==> src/hdl/sha256_pkg.sv <==
// SHA-256 package: round constants, initial hash values, controller state type
// and the command/status structs between controller and datapath.
// No dependencies.
`timescale 1ns / 1ps
package sha256_pkg;

  typedef enum logic [2:0] {
    ST_LOAD,
    ST_ROUND,
    ST_FOLD,
    ST_PAD,
    ST_EMIT
  } state_t;

  typedef struct packed {
    logic       put_byte;    // write data byte at current position
    logic       put_pad;     // write pad byte (0x80 first, then zero)
    logic       put_len;     // write length words 14/15
    logic       start_round; // copy hash into working vars, clear round
    logic       do_round;    // run one round
    logic       fold;        // add working vars into hash
    logic       reinit;      // restore initial hash and clear count
    logic       mark_pad;    // remember 0x80 written
  } cmd_t;

  typedef struct packed {
    logic       round_last;  // round counter at 63
    logic [5:0] pos;         // block byte position
    logic       pad_done;    // 0x80 already written
  } status_t;

  localparam logic [31:0] INIT_H [8] = '{
    32'h6a09e667, 32'hbb67ae85, 32'h3c6ef372, 32'ha54ff53a,
    32'h510e527f, 32'h9b05688c, 32'h1f83d9ab, 32'h5be0cd19
  };

  localparam logic [31:0] ROUND_K [64] = '{
    32'h428a2f98, 32'h71374491, 32'hb5c0fbcf, 32'he9b5dba5,
    32'h3956c25b, 32'h59f111f1, 32'h923f82a4, 32'hab1c5ed5,
    32'hd807aa98, 32'h12835b01, 32'h243185be, 32'h550c7dc3,
    32'h72be5d74, 32'h80deb1fe, 32'h9bdc06a7, 32'hc19bf174,
    32'he49b69c1, 32'hefbe4786, 32'h0fc19dc6, 32'h240ca1cc,
    32'h2de92c6f, 32'h4a7484aa, 32'h5cb0a9dc, 32'h76f988da,
    32'h983e5152, 32'ha831c66d, 32'hb00327c8, 32'hbf597fc7,
    32'hc6e00bf3, 32'hd5a79147, 32'h06ca6351, 32'h14292967,
    32'h27b70a85, 32'h2e1b2138, 32'h4d2c6dfc, 32'h53380d13,
    32'h650a7354, 32'h766a0abb, 32'h81c2c92e, 32'h92722c85,
    32'ha2bfe8a1, 32'ha81a664b, 32'hc24b8b70, 32'hc76c51a3,
    32'hd192e819, 32'hd6990624, 32'hf40e3585, 32'h106aa070,
    32'h19a4c116, 32'h1e376c08, 32'h2748774c, 32'h34b0bcb5,
    32'h391c0cb3, 32'h4ed8aa4a, 32'h5b9cca4f, 32'h682e6ff3,
    32'h748f82ee, 32'h78a5636f, 32'h84c87814, 32'h8cc70208,
    32'h90befffa, 32'ha4506ceb, 32'hbef9a3f7, 32'hc67178f2
  };

  localparam logic [5:0] LEN_POS = 6'd56;
  localparam logic [5:0] LAST_POS = 6'd63;
  localparam logic [7:0] PAD_BYTE = 8'h80;

endpackage

==> src/hdl/sha256_datapath.sv <==
// SHA-256 datapath: block buffer, message schedule window, working variables,
// hash state and byte counter. Depends on sha256_pkg.
`timescale 1ns / 1ps
module sha256_datapath (
  input  logic                 clk,
  input  logic                 rst,
  input  sha256_pkg::cmd_t     cmd,
  input  logic [7:0]           data_byte,
  input  logic [2:0]           emit_index,
  output sha256_pkg::status_t  status,
  output logic [31:0]          hash_word
);
  import sha256_pkg::*;

  logic [31:0] blk [16];   // block words, later the schedule window
  logic [31:0] h [8];
  logic [31:0] v [8];
  logic [60:0] count;
  logic [5:0]  round;
  logic        pad_done;

  logic [5:0]  pos;
  logic [7:0]  wr_byte;
  logic        wr_en;
  logic [63:0] bits;
  logic [31:0] s0, s1, w_new, t1, t2, ch, maj, sig0, sig1;

  assign bits = {count, 3'b000};
  assign wr_byte = cmd.put_pad ? (pad_done ? 8'h00 : PAD_BYTE) : data_byte;
  assign wr_en = cmd.put_byte | cmd.put_pad;

  always_comb begin
    s0 = {blk[1][6:0], blk[1][31:7]} ^ {blk[1][17:0], blk[1][31:18]} ^ (blk[1] >> 3);
    s1 = {blk[14][16:0], blk[14][31:17]} ^ {blk[14][18:0], blk[14][31:19]}
       ^ (blk[14] >> 10);
    w_new = s1 + blk[9] + s0 + blk[0];
    sig1 = {v[4][5:0], v[4][31:6]} ^ {v[4][10:0], v[4][31:11]} ^ {v[4][24:0], v[4][31:25]};
    ch = (v[4] & v[5]) ^ (~v[4] & v[6]);
    t1 = v[7] + sig1 + ch + ROUND_K[round] + blk[0];
    sig0 = {v[0][1:0], v[0][31:2]} ^ {v[0][12:0], v[0][31:13]} ^ {v[0][21:0], v[0][31:22]};
    maj = (v[0] & v[1]) ^ (v[0] & v[2]) ^ (v[1] & v[2]);
    t2 = sig0 + maj;
  end

  always_ff @(posedge clk) begin
    if (wr_en) begin
      if (pos[1:0] == 2'd0) begin
        blk[pos[5:2]] <= {wr_byte, 24'h0};
      end else begin
        blk[pos[5:2]] <= blk[pos[5:2]] | ({24'h0, wr_byte} << ({3'd0, 2'd3 - pos[1:0]} * 5'd8));
      end
    end else if (cmd.put_len) begin
      blk[14] <= bits[63:32];
      blk[15] <= bits[31:0];
    end else if (cmd.do_round) begin
      for (int i = 0; i < 15; i++) blk[i] <= blk[i + 1];
      blk[15] <= w_new;
    end
    if (cmd.start_round) begin
      for (int i = 0; i < 8; i++) v[i] <= h[i];
    end else if (cmd.do_round) begin
      v[7] <= v[6]; v[6] <= v[5]; v[5] <= v[4]; v[4] <= v[3] + t1;
      v[3] <= v[2]; v[2] <= v[1]; v[1] <= v[0]; v[0] <= t1 + t2;
    end
  end

  always_ff @(posedge clk) begin
    if (rst || cmd.reinit) begin
      for (int i = 0; i < 8; i++) h[i] <= INIT_H[i];
      count <= '0;
      pos <= '0;
      round <= '0;
      pad_done <= 1'b0;
    end else begin
      if (cmd.fold) begin
        for (int i = 0; i < 8; i++) h[i] <= h[i] + v[i];
      end
      // every data or pad byte write advances the block position; only data bytes add to the length
      if (wr_en) pos <= pos + 6'd1;
      if (cmd.put_byte) count <= count + 61'd1;
      if (cmd.start_round) round <= '0;
      else if (cmd.do_round) round <= round + 6'd1;
      if (cmd.mark_pad) pad_done <= 1'b1;
    end
  end

  assign status.round_last = (round == LAST_POS);
  assign status.pos = pos;
  assign status.pad_done = pad_done;
  assign hash_word = h[emit_index];

endmodule

==> src/hdl/sha256_ctrl.sv <==
// SHA-256 controller: sequences load, rounds, padding and digest emission.
// Depends on sha256_pkg.
`timescale 1ns / 1ps
module sha256_ctrl (
  input  logic                 clk,
  input  logic                 rst,
  input  logic                 in_valid,
  output logic                 in_stall,
  input  logic                 has_byte,
  input  logic                 msg_end,
  input  logic                 out_stall,
  output logic                 out_valid,
  output logic [2:0]           emit_index,
  input  sha256_pkg::status_t  status,
  output sha256_pkg::cmd_t     cmd
);
  import sha256_pkg::*;

  state_t state, state_next;
  logic   finishing, finishing_next;   // message end pending
  logic   len_block, len_block_next;   // current compression holds length
  logic [2:0] idx_next;

  always_ff @(posedge clk) begin
    if (rst) begin
      state <= ST_LOAD;
      finishing <= 1'b0;
      len_block <= 1'b0;
      emit_index <= '0;
    end else begin
      state <= state_next;
      finishing <= finishing_next;
      len_block <= len_block_next;
      emit_index <= idx_next;
    end
  end

  always_comb begin
    state_next = state;
    finishing_next = finishing;
    len_block_next = len_block;
    idx_next = emit_index;
    cmd = '0;
    in_stall = 1'b1;
    out_valid = 1'b0;
    unique case (state)
      ST_LOAD: begin
        in_stall = 1'b0;
        if (in_valid) begin
          cmd.put_byte = has_byte;
          finishing_next = msg_end;
          if (has_byte && status.pos == LAST_POS) begin
            cmd.start_round = 1'b1;
            len_block_next = 1'b0;
            state_next = ST_ROUND;
          end else if (msg_end) begin
            state_next = ST_PAD;
          end
        end
      end
      ST_ROUND: begin
        cmd.do_round = 1'b1;
        if (status.round_last) state_next = ST_FOLD;
      end
      ST_FOLD: begin
        cmd.fold = 1'b1;
        if (len_block) begin
          idx_next = '0;
          state_next = ST_EMIT;
        end else if (finishing) begin
          state_next = ST_PAD;
        end else begin
          state_next = ST_LOAD;
        end
      end
      ST_PAD: begin
        // one byte per cycle until the length slot, wrapping via extra block
        if (status.pad_done && status.pos == LEN_POS) begin
          cmd.put_len = 1'b1;
          cmd.start_round = 1'b1;
          len_block_next = 1'b1;
          state_next = ST_ROUND;
        end else begin
          cmd.put_pad = 1'b1;
          cmd.mark_pad = 1'b1;
          if (status.pos == LAST_POS) begin
            cmd.start_round = 1'b1;
            len_block_next = 1'b0;
            state_next = ST_ROUND;
          end
        end
      end
      ST_EMIT: begin
        out_valid = 1'b1;
        if (!out_stall) begin
          idx_next = emit_index + 3'd1;
          if (emit_index == 3'd7) begin
            cmd.reinit = 1'b1;
            finishing_next = 1'b0;
            len_block_next = 1'b0;
            state_next = ST_LOAD;
          end
        end
      end
      default: state_next = ST_LOAD;
    endcase
  end

`ifndef NO_ASSERTIONS
  a_no_out_outside_emit: assert property (@(posedge clk) disable iff (rst)
    out_valid |-> state == ST_EMIT) else $error("output outside emit");
  a_round_to_fold: assert property (@(posedge clk) disable iff (rst)
    (state == ST_ROUND && status.round_last) |=> state == ST_FOLD)
    else $error("round count overrun");
  a_emit_starts_zero: assert property (@(posedge clk) disable iff (rst)
    (state == ST_FOLD && len_block) |=> emit_index == 3'd0)
    else $error("emit index not cleared");
`endif

endmodule

==> src/hdl/sha256_stream_hasher_core.sv <==
// SHA-256 streaming hasher top level: joins controller and datapath.
// Depends on sha256_pkg, sha256_ctrl, sha256_datapath.
`timescale 1ns / 1ps
// One byte transfer per cycle while a block fills. When the 64th byte of a
// block lands, input stalls through the 64 rounds of the single shared
// round unit and the fold of the working variables into the hash.
// An end-of-message transfer writes the pad one byte per cycle up to the
// length slot (at most 56 pad bytes, then the length words; when fewer
// than 9 bytes remained, up to 8 more pad bytes and a second compression
// come first), compresses the length block, then presents the eight digest
// words, word 0 first, one per unstalled cycle. Hash state returns to the
// initial values after the last word is taken.
module sha256_stream_hasher_core (
  input  logic        clk,
  input  logic        rst,
  input  logic        in_valid,
  output logic        in_stall,
  input  logic [7:0]  data_byte,
  input  logic        has_byte,
  input  logic        msg_end,
  output logic        out_valid,
  input  logic        out_stall,
  output logic [31:0] digest_word,
  output logic [2:0]  word_index,
  output logic        digest_last
);
  import sha256_pkg::*;

  cmd_t       cmd;
  status_t    status;
  logic [2:0] emit_index;

  sha256_ctrl u_ctrl (
    .clk(clk), .rst(rst), .in_valid(in_valid), .in_stall(in_stall),
    .has_byte(has_byte), .msg_end(msg_end), .out_stall(out_stall),
    .out_valid(out_valid), .emit_index(emit_index), .status(status), .cmd(cmd)
  );

  sha256_datapath u_dp (
    .clk(clk), .rst(rst), .cmd(cmd), .data_byte(data_byte),
    .emit_index(emit_index), .status(status), .hash_word(digest_word)
  );

  // hold word position straight from the emit counter
  assign word_index = emit_index;
  assign digest_last = (emit_index == 3'd7);

endmodule
==> config.mk <==
export PLATFORM = sky130hd
export DESIGN_NAME = sha256_stream_hasher_core
export DESIGN_NICKNAME = d
export VERILOG_FILES = /design/src/hdl/sha256_pkg.sv /design/src/hdl/sha256_datapath.sv /design/src/hdl/sha256_ctrl.sv /design/src/hdl/sha256_stream_hasher_core.sv
export SDC_FILE = /design/constraint.sdc
export NUM_CORES = 2
export LEC_CHECK = 0
export BUFFER_PORTS_ARGS = -buffer_cell sky130_fd_sc_hd__buf_4
export CAP_MARGIN = 10
export CORE_ASPECT_RATIO = 1.5
export CORE_MARGIN = 3
export CORE_UTILIZATION = 40
export DETAILED_ROUTE_END_ITERATION = 16
export MAX_ROUTING_LAYER = met4
export PLACE_DENSITY = 0.66
export SYNTH_ARGS = -nofsm -noshare
export SYNTH_HDL_FRONTEND = slang
export SYNTH_SLANG_ARGS = --single-unit
==> constraint.sdc <==
create_clock -name clk -period 10.5 [get_ports clk]
set_input_delay 2.1 -clock clk [delete_from_list [all_inputs] [get_ports clk]]
set_output_delay 2.1 -clock clk [all_outputs]
set_load 0.02 [all_outputs]
* Yosys cells after proc, flatten, opt, wreduce, memory -nomap -nowiden
Memories as Yosys holds them, arrays and structs flattened. A register that Yosys moved wholly into a read port is not among the register bits.
Cells that the tools add are included.
** Word-level totals
- Memories :: 4
- Memory bits (writable) :: 1024
- Bits in read-only memories :: 2048
- Bits in registers :: 82
- Logic and storage cells :: 199
** Memory list
- (no name shown) :: depth 64, width 32, rd ports 1, clocked after Yosys merged registers in 0, write ports 0, RTL line sha256_datapath.sv:39 : t1 = v[7] + sig1 + ch + ROUND_K[round] + blk[0];
- u_dp.blk :: depth 16, width 32, rd ports 17, clocked after Yosys merged registers in 1, write ports 16, RTL line sha256_datapath.sv:15 : logic [31:0] blk [16];
- u_dp.h :: depth 8, width 32, rd ports 9, clocked after Yosys merged registers in 1, write ports 8, RTL line sha256_datapath.sv:16 : logic [31:0] h [8];
- u_dp.v :: depth 8, width 32, rd ports 8, clocked after Yosys merged registers in 0, write ports 8, RTL line sha256_datapath.sv:17 : logic [31:0] v [8];
** Cells by class
- Equal/unequal tests :: 16
- Reduce and logical (&&, ||, !) cells :: 14
- Shift operators :: 1
- Add/sub/neg operators :: 23
- Mux-type cells :: 93
- Magnitude comparators :: 1
- Bitwise operators :: 39
** Operators with widths (number)
- 2-to-1 mux 32 bit :: 22
- adder 32 bit :: 18
- XOR 32 bit :: 9
- bitwise AND 32 bit :: 5
- adder 61 x 1 -> 61 bit (second input constant) :: 1
- 2-to-1 mux 1 bit :: 46
- 2-to-1 mux 3 bit :: 13
- inverter 32 bit :: 1
- OR 32 bit :: 1
- OR reduction 32 bit :: 1
- left shift 8 x 5 -> 32 bit :: 1
- XOR 32 x 22 -> 32 bit :: 1
- XOR 32 x 29 -> 32 bit :: 1
- OR 1 bit :: 20
- == test 6 bit (second input constant) :: 3
- 2-to-1 mux 8 bit :: 2
- one-hot mux 3 bit (5 select lines) :: 1
- adder 6 x 1 -> 6 bit (second input constant) :: 2
- 2-to-1 mux 4 bit :: 3
- AND reduction 6 bit :: 2
- != test 2 bit (second input constant) :: 4
- greater-or-equal comparator 7 bit (second input constant) :: 1
- inverter 6 -> 7 bit :: 1
- == test 3 x 2 -> 1 bit (second input constant) :: 2
- 20 further kinds :: 26

* Depth between registers and ports, before layout
- Depth in word-level cells :: 10
- Depth in mapped cells :: 40

* By module
Synthesis repeated with hierarchy kept, for this count alone.
** Second synthesis, totals
- Cell total of the unflattened synthesis :: 7712
- Area total of the unflattened synthesis :: 77326.7 um^2
** By module, submodules not included
- sha256_datapath :: times used 1, area each 76627.2 um^2, cells each 7630, sequential area each 32311.0 um^2
- sha256_ctrl :: times used 1, area each 693.2 um^2, cells each 81, sequential area each 160.2 um^2
- sha256_stream_hasher_core :: times used 1, area each 6.3 um^2, cells each 1, sequential area each 0.0 um^2

* Worst setup path after synthesis
OpenSTA, ideal clock, no wires.
- Kind :: input to register
- Start :: input rst
- End :: memory u_dp.h[0][0], enable pin
- Cell stages on the path :: 5
- Slack :: 1.198 ns
- Path buffers :: 3
- Data required time :: 8.532 ns
- Arrival time :: 7.334 ns
- Path through :: buf_1 -> a21oi_1 -> clkbuf_1 -> clkbuf_1 -> nand2_1
** RTL lines
- start: declaration :: RTL line sha256_stream_hasher_core.sv:15 : input logic rst,
- end: declaration :: RTL line sha256_datapath.sv:16

==> metrics.csv <==
metric,value,unit
CTS tree,yes,
die area,196000,um^2
"Hold-fix buffers, CTS",0,
setup bufs post-CTS,0,
Final setup violation count,0,
initial antenna violation count,5,
Synth area leader,edfxtp_1,
crit start category,flop,
min Tclk post-route,9520,ps
period utilization,0.907,
setup TNS,0,ps
first-pass iteration count of the detailed router,7,
max_cap viols,0,
RSZ-0062 raised after global routing,false,
Initial DRC Count,5202,
crit path max-delay cell type,ha_1,
Slew HR,0.199,
worst clock skew,57.2,ps
Port Buffers,51,
Root Buffer,clkbuf_16,
synthesized instance count,7204,
initial core utilization,0.404,
Die H,541,um
Layout Nets,7721,
fraction of layout cells with a size suffix above 1,0.0978,
Final HPWL DP,215,mm
most area-consuming cells after synthesis,"edfxtp_1, mux4_2, ha_1",
asr flop ratio synth,0,
Fin. Hold Viols,0,
Syn Nets,7811,
total congestion overflow,0,
Final ANT Viol Nets,0,
Arrival @ worst endpoint,10010,ps
via count of the first global-routing pass,59300,
Max stage delay on crit path,630,ps
Placer Congestion,1.02,
"Top FF cell, synth",edfxtp_1,
"EDFF count, synth",1024,
DRC violations left,0,
CTS buffer count,117,
area grow syn2layout,9.66,%
largest net degree at the start of global routing,150,
clk buf depth,3,
Die W,363,um
worst path bufs/invs,4,
Slew Limit Fails,0,
top-count cell post-synth,nand2_1,
post-CTS sizing,0,
synth warn,0,
Worst setup EP type,flop,
CTS Sinks,1113,
"Seq/Total Area, Yosys",0.426,
Ports,52,
core area,189000,um^2
HP Class,flop to flop,
CTS H-tree lvls,3,
Worst-Margin Slew,1200,ps
average size of a mapped cell,10.6,um^2
routed vias,58300,
Max Fclk,105,MHz
crit-path leading delay family,compound AO/OA/AOI/OAI gates,
WL/cell,29.4,um
outcome,finished clean,
final wirelength,284,mm
num rows,195,
DR vias/cell,6.02,
placed cell area,79700,um^2
clock latency on the worst-skew pair,800,ps
global-route wire length before repair,410,mm
required time worst endpoint,10990,ps
WS Path Type,flop to flop,
Yosys top cell area share,0.402,
Clock transition at path regs,70,ps
flop and latch count out of synthesis,1113,
count of different cell masters after synthesis,92,
CP Max Fanout,9,
mapped cell area,76400,um^2
gr usage total,0.294,
synth cell count leaders,"nand2_1, edfxtp_1, a21o_1",
"Top cell by count, worst path",a21oi_1,
"Design Area, Final",83800,um^2
==> cell families (layout without fill, tap and decap cells) <==
kind of cell	Yosys count	count (layout)	synth area share
compound gates	1828	1828	0.156
mux	310	310	0.0782
other cells	0	5	0
fa+ha+maj	616	616	0.119
simple gates	2041	2041	0.115
buf+inv	661	673	0.0329
xor+xnor	635	635	0.0728
flops	1113	1113	0.426
==> placed cells by master, fill, tap and decap left out, drive strengths merged, types with 43 or more instances in the layout <==
cell / instances
mux2: 43
nand2: 1124
o21ai: 393
inv: 274
nand3: 77
xor2: 238
clkinv: 61
mux4: 225
xnor2: 397
nor3: 88
buf: 182
a21oi: 413
fa: 195
dfxtp: 89
a21o: 483
o21a: 165
nor2b: 49
edfxtp: 1024
nor2: 434
clkbuf: 135
a211oi: 48
ha: 398
or3: 43
and3: 43
nand2b: 68
==> stage by stage <==
stage | utilization | hold WS [ps] | setup WS, ps | std cells
floorplan | - | 444 | 1200 | 7204
global placement | 0.422 | 456 | 1170 | 9457
detailed placement | 0.422 | 468 | 1120 | 9457
CTS | 0.443 | 477 | 1090 | 9678
global route | 0.443 | 518 | 478 | 9680
finish | 0.443 | 478 | 976 | 9683
==> worst paths after layout <==
check	from	endpoint	slack, ps	depth (start not counted)
worst max-delay path	u_dp.round[0]	u_dp.v[0][23]	980	37
worst max register to register	u_dp.round[0]	u_dp.v[0][23]	980	37
worst min register to register	u_ctrl.finishing	u_ctrl.finishing	480	2
worst min-delay path	u_ctrl.finishing	u_ctrl.finishing	480	2
==> tightest hold or removal path: stages (launching register included) <==
cell,delay [ps]
dfxtp_1,310
o31ai_1,60
a21oi_1,60
==> routing by layer <==
metal	GRT usage	wire length (um)	vias to the layer above
met5	-	0	-
met4	0.264	31800	0
met3	0.0373	15200	917
met2	0.504	143000	2362
met1	0.292	93700	29100
li1	-	-	26000
==> layout make-up <==
class	instances	area, um^2
clock buffers	135	3040
repair buffers	182	1440
fillers	17700	105000
multi-input cells	5430	41600
well taps	2462	3080
inverters	270	1010
diodes	5	12.5
flip-flops and latches	1113	32600
clock inverters	86	1020
==> registers in the layout, indices dropped and copies added, names as in the netlist, named ones only <==
register and flops:
u_dp.count 61, u_dp.h 256, u_dp.round 6, u_ctrl.len_block 1
u_dp.pad_done 1, u_dp.blk 512, u_ctrl.state 3, u_ctrl.finishing 1
u_ctrl.emit_index 3, u_dp.pos 6, u_dp.v 256
Power is not shown: default switching activity piles up to over one toggle a cycle in this logic, so the estimate is an artifact.
